--- config.mk ---
export PLATFORM = sky130hd
export DESIGN_NAME = seir_ctrl
export DESIGN_NICKNAME = d
export VERILOG_FILES = /design/src/rtl/seir_pkg.sv /design/src/rtl/seir_ctrl.sv
export SDC_FILE = /design/constraint.sdc
export NUM_CORES = 1
export LEC_CHECK = 0
export ABC_AREA = 1
export BUFFER_PORTS_ARGS = -buffer_cell sky130_fd_sc_hd__buf_4
export CAP_MARGIN = 5
export CORE_MARGIN = 4
export CORE_UTILIZATION = 45
export DETAILED_ROUTE_END_ITERATION = 6
export GPL_TIMING_DRIVEN = 0
export PLACE_DENSITY = 0.8
export SYNTH_ARGS = -nofsm -noshare
export SYNTH_HDL_FRONTEND = slang
export SYNTH_SLANG_ARGS = --single-unit
--- constraint.sdc ---
create_clock -name clk -period 1.15 [get_ports clk]
set_input_delay 0.23 -clock clk [delete_from_list [all_inputs] [get_ports clk]]
set_output_delay 0.23 -clock clk [all_outputs]
set_load 0.02 [all_outputs]
--- src/rtl/seir_pkg.sv ---
`timescale 1ns / 1ps

package seir_pkg;

    // Field widths
    localparam int CMP_W    = 48;   // compartments, Q32.16
    localparam int RATE_W   = 32;   // rates and damping, Q4.28
    localparam int INVN_W   = 48;   // 1/N, Q0.48
    localparam int DT_W     = 32;   // dt, Q8.24
    localparam int FLOW_W   = 64;   // saturated flows and intermediates
    localparam int PROD_W   = 128;  // full 64x64 product
    localparam int HALF_W   = 32;   // multiplier operand width
    localparam int CFG_IDX_W  = 3;
    localparam int CFG_DATA_W = 48;

    localparam logic [FLOW_W-1:0] FLOW_MAX = 64'h7FFF_FFFF_FFFF_FFFF;
    localparam logic [CMP_W-1:0]  CMP_MAX  = 48'hFFFF_FFFF_FFFF;

    // Register reset values
    localparam logic [RATE_W-1:0] RST_RATE_INCUBATION = 32'd51539608;   // 0.192
    localparam logic [RATE_W-1:0] RST_RATE_CONTACT    = 32'd469762048;  // 1.75
    localparam logic [RATE_W-1:0] RST_RATE_RECOVERY   = 32'd134217728;  // 0.5
    localparam logic [INVN_W-1:0] RST_INV_POPULATION  = 48'd28147497671; // 1/10000
    localparam logic [DT_W-1:0]   RST_TIME_STEP       = 32'd1677722;    // 0.1

    // Register indexes
    typedef enum logic [CFG_IDX_W-1:0] {
        CFG_RATE_INCUBATION = 3'd0,
        CFG_RATE_CONTACT    = 3'd1,
        CFG_RATE_RECOVERY   = 3'd2,
        CFG_INV_POPULATION  = 3'd3,
        CFG_TIME_STEP       = 3'd4
    } seir_cfg_idx_t;

    // Product operations, in issue order
    typedef enum logic [3:0] {
        OP_BEFF = 4'd0,  // beta*damp >> 28
        OP_FRAC = 4'd1,  // S*invN >> 48
        OP_SI   = 4'd2,  // frac*I >> 16
        OP_T1   = 4'd3,  // si*beff >> 28
        OP_INF  = 4'd4,  // t1*dt >> 24
        OP_T2   = 4'd5,  // a*E >> 28
        OP_INC  = 4'd6,  // t2*dt >> 24
        OP_T3   = 4'd7,  // g*I >> 28
        OP_REC  = 4'd8   // t3*dt >> 24
    } seir_op_t;

    // Controller to datapath commands
    typedef struct packed {
        logic       load;        // capture accepted request
        seir_op_t   op;          // current product
        logic       mul_en;      // form one partial product
        logic [1:0] mul_part;    // {y half, x half}
        logic       acc_en;      // accumulate registered partial
        logic       acc_clear;   // first partial of a product
        logic       fin_en;      // shift, saturate, store product
        logic       sum_en;      // base + inflow
        logic       settle_en;   // subtract outflow, clamp, publish
        logic       publish_en;  // publish loaded compartments
    } seir_cmd_t;

    typedef struct packed {
        logic              restart;
        logic [RATE_W-1:0] damping_factor;
        logic [CMP_W-1:0]  init_susceptible;
        logic [CMP_W-1:0]  init_exposed;
        logic [CMP_W-1:0]  init_infected;
        logic [CMP_W-1:0]  init_recovered;
    } seir_item_t;

    typedef struct packed {
        logic [CMP_W-1:0] susceptible;
        logic [CMP_W-1:0] exposed;
        logic [CMP_W-1:0] infected;
        logic [CMP_W-1:0] recovered;
        logic             clamped;
    } seir_result_t;

    typedef struct packed {
        logic             clip;
        logic [CMP_W-1:0] value;
    } seir_settle_t;

    // Clamp pos - sub into 0..CMP_MAX
    function automatic seir_settle_t seir_settle(input logic [FLOW_W-1:0] pos,
                                                 input logic [FLOW_W-2:0] sub);
        logic [FLOW_W:0] diff;
        seir_settle_t    res;
        diff = {1'b0, pos} - {2'b00, sub};
        if (diff[FLOW_W]) begin
            res.clip  = 1'b1;
            res.value = '0;
        end else if (|diff[FLOW_W-1:CMP_W]) begin
            res.clip  = 1'b1;
            res.value = CMP_MAX;
        end else begin
            res.clip  = 1'b0;
            res.value = diff[CMP_W-1:0];
        end
        return res;
    endfunction

endpackage

--- src/rtl/seir_ctrl.sv ---
`timescale 1ns / 1ps

module seir_ctrl (
    input  logic               clk,
    input  logic               rst_n,
    input  logic               item_valid,
    input  logic               item_restart,
    output logic               item_ready,
    output logic               result_valid,
    input  logic               result_ready,
    output seir_pkg::seir_cmd_t cmd
);
    import seir_pkg::*;

    typedef enum logic [2:0] {
        ST_IDLE,
        ST_MUL,
        ST_SUM,
        ST_SETTLE,
        ST_PUBLISH
    } state_t;

    // Last product cycle: partials 0..3 issue, 1..4 accumulate, 5 finalizes
    localparam logic [2:0] CNT_LAST = 3'd5;

    state_t     state_reg, state_next;
    seir_op_t   op_reg, op_next;
    logic [2:0] cnt_reg, cnt_next;
    logic       out_valid_reg, out_valid_next;
    logic       out_free;
    logic       accept;

    assign item_ready   = (state_reg == ST_IDLE);
    assign result_valid = out_valid_reg;
    assign accept       = item_valid && item_ready;
    assign out_free     = !out_valid_reg || result_ready;

    // Next op in the issue order
    function automatic seir_op_t next_op(input seir_op_t op);
        seir_op_t nxt;
        case (op)
            OP_BEFF: nxt = OP_FRAC;
            OP_FRAC: nxt = OP_SI;
            OP_SI:   nxt = OP_T1;
            OP_T1:   nxt = OP_INF;
            OP_INF:  nxt = OP_T2;
            OP_T2:   nxt = OP_INC;
            OP_INC:  nxt = OP_T3;
            OP_T3:   nxt = OP_REC;
            default: nxt = OP_BEFF;
        endcase
        return nxt;
    endfunction

    // Sequencing and commands
    always_comb
    begin
        state_next = state_reg;
        op_next    = op_reg;
        cnt_next   = cnt_reg;
        cmd        = '0;
        cmd.op     = op_reg;

        case (state_reg)
            ST_IDLE:
            begin
                if (accept)
                begin
                    cmd.load = 1'b1;
                    op_next  = OP_BEFF;
                    cnt_next = '0;
                    state_next = item_restart ? ST_PUBLISH : ST_MUL;
                end
            end
            ST_MUL:
            begin
                cmd.mul_en    = (cnt_reg < 3'd4);
                cmd.mul_part  = cnt_reg[1:0];
                cmd.acc_en    = (cnt_reg >= 3'd1) && (cnt_reg <= 3'd4);
                cmd.acc_clear = (cnt_reg == 3'd1);
                cmd.fin_en    = (cnt_reg == CNT_LAST);
                if (cnt_reg == CNT_LAST)
                begin
                    cnt_next = '0;
                    if (op_reg == OP_REC)
                        state_next = ST_SUM;
                    else
                        op_next = next_op(op_reg);
                end
                else
                begin
                    cnt_next = cnt_reg + 3'd1;
                end
            end
            ST_SUM:
            begin
                cmd.sum_en = 1'b1;
                state_next = ST_SETTLE;
            end
            ST_SETTLE:
            begin
                if (out_free)
                begin
                    cmd.settle_en = 1'b1;
                    state_next    = ST_IDLE;
                end
            end
            ST_PUBLISH:
            begin
                if (out_free)
                begin
                    cmd.publish_en = 1'b1;
                    state_next     = ST_IDLE;
                end
            end
            default:
            begin
                state_next = ST_IDLE;
            end
        endcase

        // Result register valid
        if (cmd.settle_en || cmd.publish_en)
            out_valid_next = 1'b1;
        else if (result_ready)
            out_valid_next = 1'b0;
        else
            out_valid_next = out_valid_reg;
    end

    always_ff @(posedge clk or negedge rst_n)
    begin
        if (!rst_n)
        begin
            state_reg     <= ST_IDLE;
            op_reg        <= OP_BEFF;
            cnt_reg       <= '0;
            out_valid_reg <= 1'b0;
        end
        else
        begin
            state_reg     <= state_next;
            op_reg        <= op_next;
            cnt_reg       <= cnt_next;
            out_valid_reg <= out_valid_next;
        end
    end

endmodule

==> results of run 1 <==
==> worst paths after layout <==
kind	start	endpoint	slack, ps	depth (start not counted)
setup / recovery	cnt_reg[0]	cmd[5]	-410	4
hold / removal	rst_n	cnt_reg[2]	350	2
setup reg to reg	state_reg[2]	op_reg[3]	-200	9
hold reg to reg	op_reg[2]	op_reg[2]	560	2
max in group asynchronous	rst_n	op_reg[1]	630	2
min in group clk	item_restart	state_reg[2]	370	5
==> report_power, final <==
part	total, W	internal, W	switching [W]
logic	0.00261	0.00116	0.00144
clock network	0.000276	0.000134	0.000142
registers	0.000753	0.000540	0.000212
total	0.00364	0.00184	0.00180
==> metrics by stage <==
| stage | setup TNS, ps | hold slack (ps) | setup slack (ps) | power, W | util, % |
|---|---|---|---|---|---|
| detailed placement | -2150 | 73.6 | -176 | 0.00246 | 64.2 |
| global placement | -1660 | 70.4 | -148 | 0.00240 | 64.2 |
| CTS | -4750 | 347 | -379 | 0.00323 | 78.7 |
| global route | -6430 | 346 | -465 | 0.00387 | 83.8 |
| finish | -5210 | 350 | -405 | 0.00364 | 83.8 |
| floorplan | -543 | -65.6 | -99.7 | 0.00198 | - |
==> layout make-up <==
class	instances	area, um2
Tap cell	16	20.0
Multi-Input combinational cell	78	557
Sequential cell	11	285
Inverter	17	68.8
Buffer	1	20.0
Timing Repair Buffer	35	329
Fill cell	85	253
Clock buffer	4	26.3
==> Yosys cell counts <==
library cell	number
nand2_1	27
nor2_1	14
inv_1	13
dfrtp_1	11
nand3_1	8
inv_2	4
nor3_1	4
ha_1	3
nand4_1	3
o21ai_0	3
a21oi_1	2
nand2_2	2
nor2_4	2
o22ai_1	2
buf_6	1
nand2_4	1
nand3_2	1
nand3_4	1
nor2_2	1
o21a_1	1
o21ai_1	1
o21ai_2	1
or2_2	1
==> logic make-up after synthesis <==
| family | Yosys count | synth area share, % |
|---|---|---|
| adders and majority gates | 3 | 4.90 |
| and+or+nand+nor | 65 | 41.7 |
| buffers and inverters | 18 | 9.80 |
| AOI/OAI and AO/OA | 10 | 7.68 |
| DFF | 11 | 35.9 |
==> what timing repair did <==
action	4_1_cts	5_1_grt
setup endpoints to repair	21	26
pin swaps	5	10
gates resized for setup	30	19
endpoints found under the hold margin	11	0
setup buffers	12	2
hold buffers	1	0
==> worst max-delay path: stages, from the launching register on <==
cell,delay [ps]
dfrtp_1,440
inv_2,160
a21oi_1,120
nor3_4,190
buf_6,130
==> per-layer routing <==
metal / GRT usage [%] / wire length (um) / vias to the layer above
met4: 7.11 / 76 / 0
li1: - / - / 422
met5: 0 / 0 / -
met2: 36.6 / 1370 / 37
met1: 20.0 / 951 / 431
met3: 3.36 / 112 / 12
==> key figures, run 1 <==
Outcome
  • Status: finished, violations left
  • Failing checks: negative setup slack

Synthesis
  • Share of Yosys cell area claimed by the top area cell type: 35.9%
  • Number of library cell types mapped by synthesis: 23
  • Post-Syn Area per Cell: slightly above 7 um2
  • FF+latch count, synth: 11
  • Synth Warn #: 0
  • Register area share after synthesis: 35.9%
  • Syn Nets: 115
  • Area contributors post-synth: dfrtp_1, nand2_1, nor2_1
  • Cell taking the most area after synthesis: dfrtp_1
  • Gate Count Post-Synth: 107
  • Area of the mapped netlist: about 770 um2

Clocking
  • Worst-path clk slew: ~80 ps
  • Clock tree sinks: 11
  • Clock insertion delay at the later pin of the skew report: 270 ps
  • CTS root buf: clkbuf_4
  • Max Buffers Root-to-Sink: 2
  • Inserted Clock Buffers: 3
  • CTS tree: yes
  • H-tree depth: 1

Finish
  • Most common cell after layout, fill and taps aside: nand2_1
  • Max FFs per register: 4
  • Finished Layout Cells: 162
  • Most frequent cells in the layout: nand2_1, buf_4, buf_6
  • Fin area: 0.00131 mm2
  • Fraction of layout instances using a drive strength above 1: a little under three fifths
  • Area Growth Syn to Fin: 70.6%
  • Nets: ~160
  • Number of diodes: 0

Power and ir drop
  • Pwr Density: 2780 mW/mm2
  • Leak: around 0.64 nW
  • Peak VDD IR: approximately 1.7 mV

Routing
  • Detailed-route wire length per cell: between 15 and 20 um
  • Detailed Route Iter0 Violations: 22
  • Total Wirelength: between 2000 and 3000 um
  • First-pass detailed-route iteration total: 4
  • DRC violations left: 0
  • Vias: around 900
  • Via-to-Cell Ratio: 5.57
  • DRT antenna net count: 0

Floorplanning
  • # IOs: 21
  • Die area: between 0.002 and 0.0025 mm2
  • Starting Density: between 40% and 50%
  • Chip height: about 50 um
  • Core Rows: 14
  • Core ar.: 0.00156 mm2
  • Die W: a little under 50 um

GRT
  • Initial antenna violation count: 0
  • Number of global-route vias before repair: 895
  • Grt ovf: 0
  • Wire length of the first global-routing pass: 3660 um
  • Largest net degree at the start of global routing: 12
  • GRT Total Usage: 19.0%

STA
  • Final setup fails: 24
  • F_max: approximately 640 MHz
  • Layout Skew: around 4.2 ps
  • Period utilization: 135%
  • Post-layout worst setup margin: -405 ps
  • Unrepaired setup endpoints after global routing: yes
  • Minimum clock period: around 1600 ps
  • Slew Limit Fails: 0
  • Final Hold Viols: 0
  • Slew @ Worst Pin: 294 ps
  • Max_slew headroom: between 80% and 90%

Critical path
  • Crit start category: flip-flop
  • Worst setup path class: flip-flop to primary output
  • CP required: 920 ps
  • Critical Path End Type: primary output
  • CP Data Arrival Time: roughly 1300 ps
  • CP Max Fanout: 6

Placed design
  • Placed cells: 143
  • Area of placed instances: 0.00100 mm2
  • DP Wirelength: roughly 1400 um
  • Routability congestion estimate: 0.858
  • Port buffer count: 20

Min path
  • Hold crit path type: input port to asynchronous set/reset pin

Job
  • Max Cap Violations: 0
Power figures use the tool's default switching activity.
==> inputs of run 2 (changes only) <==
Settings changed: CELL_PAD_IN_SITES_DETAIL_PLACEMENT set to 0, CELL_PAD_IN_SITES_GLOBAL_PLACEMENT set to 1, CORE_UTILIZATION 45 to 32.
==> key figures, run 2 (same netlist as run 1, synthesis figures left out) <==
Power and ir drop
  • Pwr Density: between 2000 and 3000 mW/mm2
  • Leak: approximately 0.65 nW
  • Peak VDD IR: about 1.3 mV

STA
  • Post-layout worst setup margin: -387 ps
  • Minimum clock period: 1540 ps
  • Unrepaired setup endpoints after global routing: yes
  • Layout Skew: 3.24 ps
  • F_max: around 650 MHz
  • Slew @ Worst Pin: around 260 ps
  • Final setup fails: 22
  • Min Hold Slack: around 320 ps
  • Final Hold Viols: 0
  • Period utilization: 134%
  • Max_slew headroom: between 80% and 90%
  • Slew Limit Fails: 0
  • Sum Neg Setup Slack: -5810 ps

Finish
  • Fin area: 0.00135 mm2
  • Fraction of layout instances using a drive strength above 1: approximately three fifths
  • Fill cells: around 190
  • Most frequent cells in the layout: buf_4, nand2_1, buf_6
  • Finished Layout Cells: around 180
  • Area Growth Syn to Fin: 76.0%
  • Number of diodes: 0
  • Nets: around 160
  • Max FFs per register: 4
  • Most common cell after layout, fill and taps aside: buf_4

Routing
  • Via-to-Cell Ratio: 4.77
  • Detailed-route wire length per cell: approximately 12 um
  • Vias: between 800 and 900
  • Total Wirelength: approximately 2100 um
  • DRC violations left: 0
  • DRT antenna net count: 0
  • Detailed Route Iter0 Violations: 9
  • First-pass detailed-route iteration total: 4

Critical path
  • Critical path depth in cells: 6
  • Worst setup path class: flip-flop to primary output
  • CP Max Fanout: 3
  • Critical Path, Cell by Cell: inv_2, buf_4, buf_6, nand3_4, nor2_4, buf_6
  • R2R Setup Slk: -240 ps
  • Buffers & Inverters on Critical Path: 4
  • Worst path slowest cell: dfrtp_1
  • Critical Path End Type: primary output
  • CP required: between 900 and 1000 ps
  • CP max stage delay: between 400 and 500 ps
  • Crit path top cell by count: buf_6
  • CP Data Arrival Time: 1310 ps
  • Top delay family on crit path: flip-flops
  • R2R cell count: 9
  • Crit start category: flip-flop

Placed design
  • Placed cells: 155
  • Routability congestion estimate: roughly 0.85
  • Area of placed instances: approximately 0.0010 mm2
  • DP Wirelength: approximately 1400 um
  • Port buffer count: 20

GRT
  • GRT Total Usage: a little over an eighth
  • Grt ovf: 0
  • Number of global-route vias before repair: 762
  • Initial antenna violation count: 0
  • Wire length of the first global-routing pass: ~3300 um
  • Largest net degree at the start of global routing: 12

Floorplanning
  • # IOs: 21
  • Starting Density: between 30% and 40%
  • Die W: approximately 57 um
  • Core ar.: about 0.0023 mm2
  • Core Rows: 17
  • Chip height: ~57 um
  • Die area: roughly 0.0032 mm2

Clocking
  • Max Buffers Root-to-Sink: 2
  • H-tree depth: 1
  • Inserted Clock Buffers: 3
  • Worst-path clk slew: 80 ps
  • CTS root buf: clkbuf_4
  • Clock insertion delay at the later pin of the skew report: ~280 ps
  • CTS tree: yes
  • Clock tree sinks: 11

Min path
  • Hold crit path type: input port to asynchronous set/reset pin

Job
  • Max Cap Violations: 0

Outcome
  • Status: finished, violations left
  • Failing checks: negative setup slack
[run 2: changes by cell type in the layout (fill, tap and decap cells not counted), moves of 2 or more]
cell	change
inv_1	-2
nand2_4	-2
nand2_2	+2
buf_4	+9
inv_2	+3
buf_6	-2
[run 2: worst paths after layout]
path / start / endpoint
min in group clk: item_restart / state_reg[2]
min: rst_n / state_reg[1]
max in group asynchronous: rst_n / cnt_reg[0]
max: state_reg[2] / cmd[1]
max reg2reg: state_reg[2] / op_reg[3]
min reg2reg: op_reg[0] / op_reg[0]
[run 2: power breakdown]
group | internal (W) | total, W | switching, W
Sequential | 0.000541 | 0.000751 | 0.000210
Combinational | 0.00120 | 0.00253 | 0.00134
Clock | 0.000135 | 0.000279 | 0.000145
[run 2: area by class of cell]
| cell class | instances | area (um2) | share of cell area (%) |
|---|---|---|---|
| inverter | 17 | 66.3 | 4.92 |
| tap | 28 | 35.0 | 2.60 |
| sequential | 11 | 284 | 21.1 |
| timing repair buffer | 42 | 374 | 27.8 |
| clock buffer | 4 | 26.3 | 1.95 |
| multi-input combinational | 78 | 542 | 40.2 |
| buffer | 1 | 20.0 | 1.49 |
[run 2: per-stage QoR]
| stage | total power (W) | worst slack, ps | util [%] |
|---|---|---|---|
| 2_1_floorplan | 0.00198 | -99.7 | - |
| 3_3_place_gp | 0.00244 | -167 | 45.1 |
| 3_5_place_dp | 0.00246 | -182 | 45.1 |
| 4_1_cts | 0.00335 | -359 | 56.3 |
| 5_1_grt | 0.00383 | -430 | 59.8 |
| 6_report | 0.00357 | -387 | 59.8 |
[run 2: timing repair]
action | CTS | global route
setup buffers | 16 | 6
endpoints found under the hold margin | 11 | 0
hold buffers | 1 | 0
endpoints found under the setup margin | 21 | 26
pin swaps | 13 | 13
resized for setup | 31 | 14
[run 2: worst register-to-register path: stages (launching register included)]
cell and delay (ps):
dfrtp_1 430, buf_6 140, nor2_4 150, nand2_4 90, buf_6 140, nor2_4 120
nor2_4 60, nand2_2 90, nand2_1 50, nand2_1 60
[run 2: per-layer routing]
layer / vias to the layer above / global-route usage (%) / wire length, um
met5: - / 0 / 0
met4: 0 / 7.95 / 67
met3: 6 / 2.76 / 61
met2: 13 / 22.8 / 1100
met1: 405 / 15.0 / 917
li1: 439 / - / -
==> inputs of run 3 (changes only) <==
Settings changed: GPL_TIMING_DRIVEN 0 to 1, REMOVE_ABC_BUFFERS set to 1.
==> key figures, run 3 (same netlist as run 1, synthesis figures left out) <==
Placed design
  • Port buffer count: 20
  • Routability congestion estimate: between 0.8 and 0.9
  • Area of placed instances: 0.00107 mm2
  • DP Wirelength: ~1500 um
  • Placed cells: 171

Clocking
  • Inserted Clock Buffers: 3
  • Max Buffers Root-to-Sink: 2
  • Worst-path clk slew: approximately 80 ps
  • CTS tree: yes
  • Clock insertion delay at the later pin of the skew report: 270 ps
  • CTS root buf: clkbuf_4
  • Clock tree sinks: 11
  • H-tree depth: 1

Routing
  • DRC violations left: 0
  • Vias: ~910
  • DRT antenna net count: 0
  • Via-to-Cell Ratio: between 4 and 5
  • First-pass detailed-route iteration total: 5
  • Detailed-route wire length per cell: between 10 and 15 um
  • Total Wirelength: approximately 2500 um
  • Detailed Route Iter0 Violations: 18

Finish
  • Max FFs per register: 4
  • Number of diodes: 0
  • Fill cells: 186
  • Most common cell after layout, fill and taps aside: buf_4
  • Nets: 171
  • Finished Layout Cells: 190
  • Fin area: 0.00136 mm2
  • Most frequent cells in the layout: buf_4, nand2_1, buf_6
  • Area Growth Syn to Fin: 77.5%
  • Fraction of layout instances using a drive strength above 1: 54.9%

Critical path
  • R2R Path Start: state_reg[0]
  • Worst reg2reg path endpoint: state_reg[1]
  • CP Max Fanout: 5
  • Worst setup startpoint: state_reg[0]
  • R2R Setup Slk: -260 ps
  • Worst setup path class: flip-flop to primary output
  • R2R cell count: 7
  • CP Data Arrival Time: approximately 1300 ps
  • Crit start category: flip-flop
  • Critical Path End Type: primary output
  • CP required: about 900 ps

Power and ir drop
  • Leak: 0.719 nW
  • Peak VDD IR: 1.25 mV
  • Pwr Density: 2630 mW/mm2

GRT
  • Largest net degree at the start of global routing: 12
  • GRT Total Usage: around 15%
  • Wire length of the first global-routing pass: 3830 um
  • Initial antenna violation count: 0
  • Grt ovf: 0
  • Number of global-route vias before repair: around 900

Floorplanning
  • Chip height: about 57 um
  • Core Rows: 17
  • Starting Density: 34.0%
  • Die W: about 57 um
  • Die area: between 0.003 and 0.004 mm2
  • Core ar.: around 0.0023 mm2
  • # IOs: 21

STA
  • F_max: between 600 and 700 MHz
  • Slew @ Worst Pin: 247 ps
  • Post-layout worst setup margin: -330 ps
  • Unrepaired setup endpoints after global routing: yes
  • Final Hold Viols: 0
  • Final setup fails: 24
  • Max_slew headroom: roughly 84%
  • Slew Limit Fails: 0
  • Layout Skew: about 1.4 ps
  • Period utilization: 129%
  • Minimum clock period: 1480 ps

Outcome
  • Failing checks: negative setup slack
  • Status: finished, violations left

Min path
  • Hold crit path type: input port to asynchronous set/reset pin

Job
  • Max Cap Violations: 0
-- run 3: per-stage QoR --
step / hold WS [ps] / power [W] / setup WS (ps) / TNS, ps / util, %
after global routing: 342 / 0.00382 / -389 / -7400 / 60.3
after global placement: 74.9 / 0.00253 / -111 / -1060 / 47.3
after CTS: 322 / 0.00323 / -307 / -5030 / 55.7
after floorplan: -65.6 / 0.00178 / -271 / -1850 / -
after detailed placement: 75.0 / 0.00257 / -131 / -1300 / 47.3
final: 335 / 0.00358 / -330 / -5540 / 60.3
-- run 3: repair_timing --
item                       4_1_cts  5_1_grt
setup endpoints to repair       25       26
hold endpoints to repair        11        0
buffers inserted                 9        6
hold buffers                     1        0
pin swaps                       10        4
gates resized for setup         28       15
-- run 3: cell type report --
| cell class | instances | area (um2) | share of cell area, % |
|---|---|---|---|
| multi-input combinational | 78 | 507 | 37.3 |
| timing repair buffer | 52 | 449 | 33.1 |
| sequential | 11 | 278 | 20.4 |
| inverter | 17 | 63.8 | 4.70 |
| tap | 28 | 35.0 | 2.58 |
| clock buffer | 4 | 26.3 | 1.93 |
-- run 3: where the power goes --
part | total (W) | switching (W) | internal [W]
combinational | 0.00261 | 0.00137 | 0.00123
sequential | 0.000690 | 0.000161 | 0.000528
clock | 0.000278 | 0.000144 | 0.000135
-- run 3: how the worst max path moves through the flow --
stage,endpoint,cells after the start
3_5_place_dp,cmd[5],4
6_report,cmd[13],4
3_3_place_gp,op_reg[2],6
4_1_cts,cmd[5],4
2_1_floorplan,cmd[5],3
5_1_grt,cmd[4],5
-- run 3: worst max-delay path, stage by stage (launching register included) --
cell and delay, ps:
dfrtp_2 480, nor2_4 180, nand2_4 90, nor2_4 100, buf_6 120
-- run 3: metal layers --
metal,global-route usage (%),share of wire [%]
met1,16.8,40
met2,27.7,54
met3,1.84,3.2
met4,8.94,2.1
met5,0,0
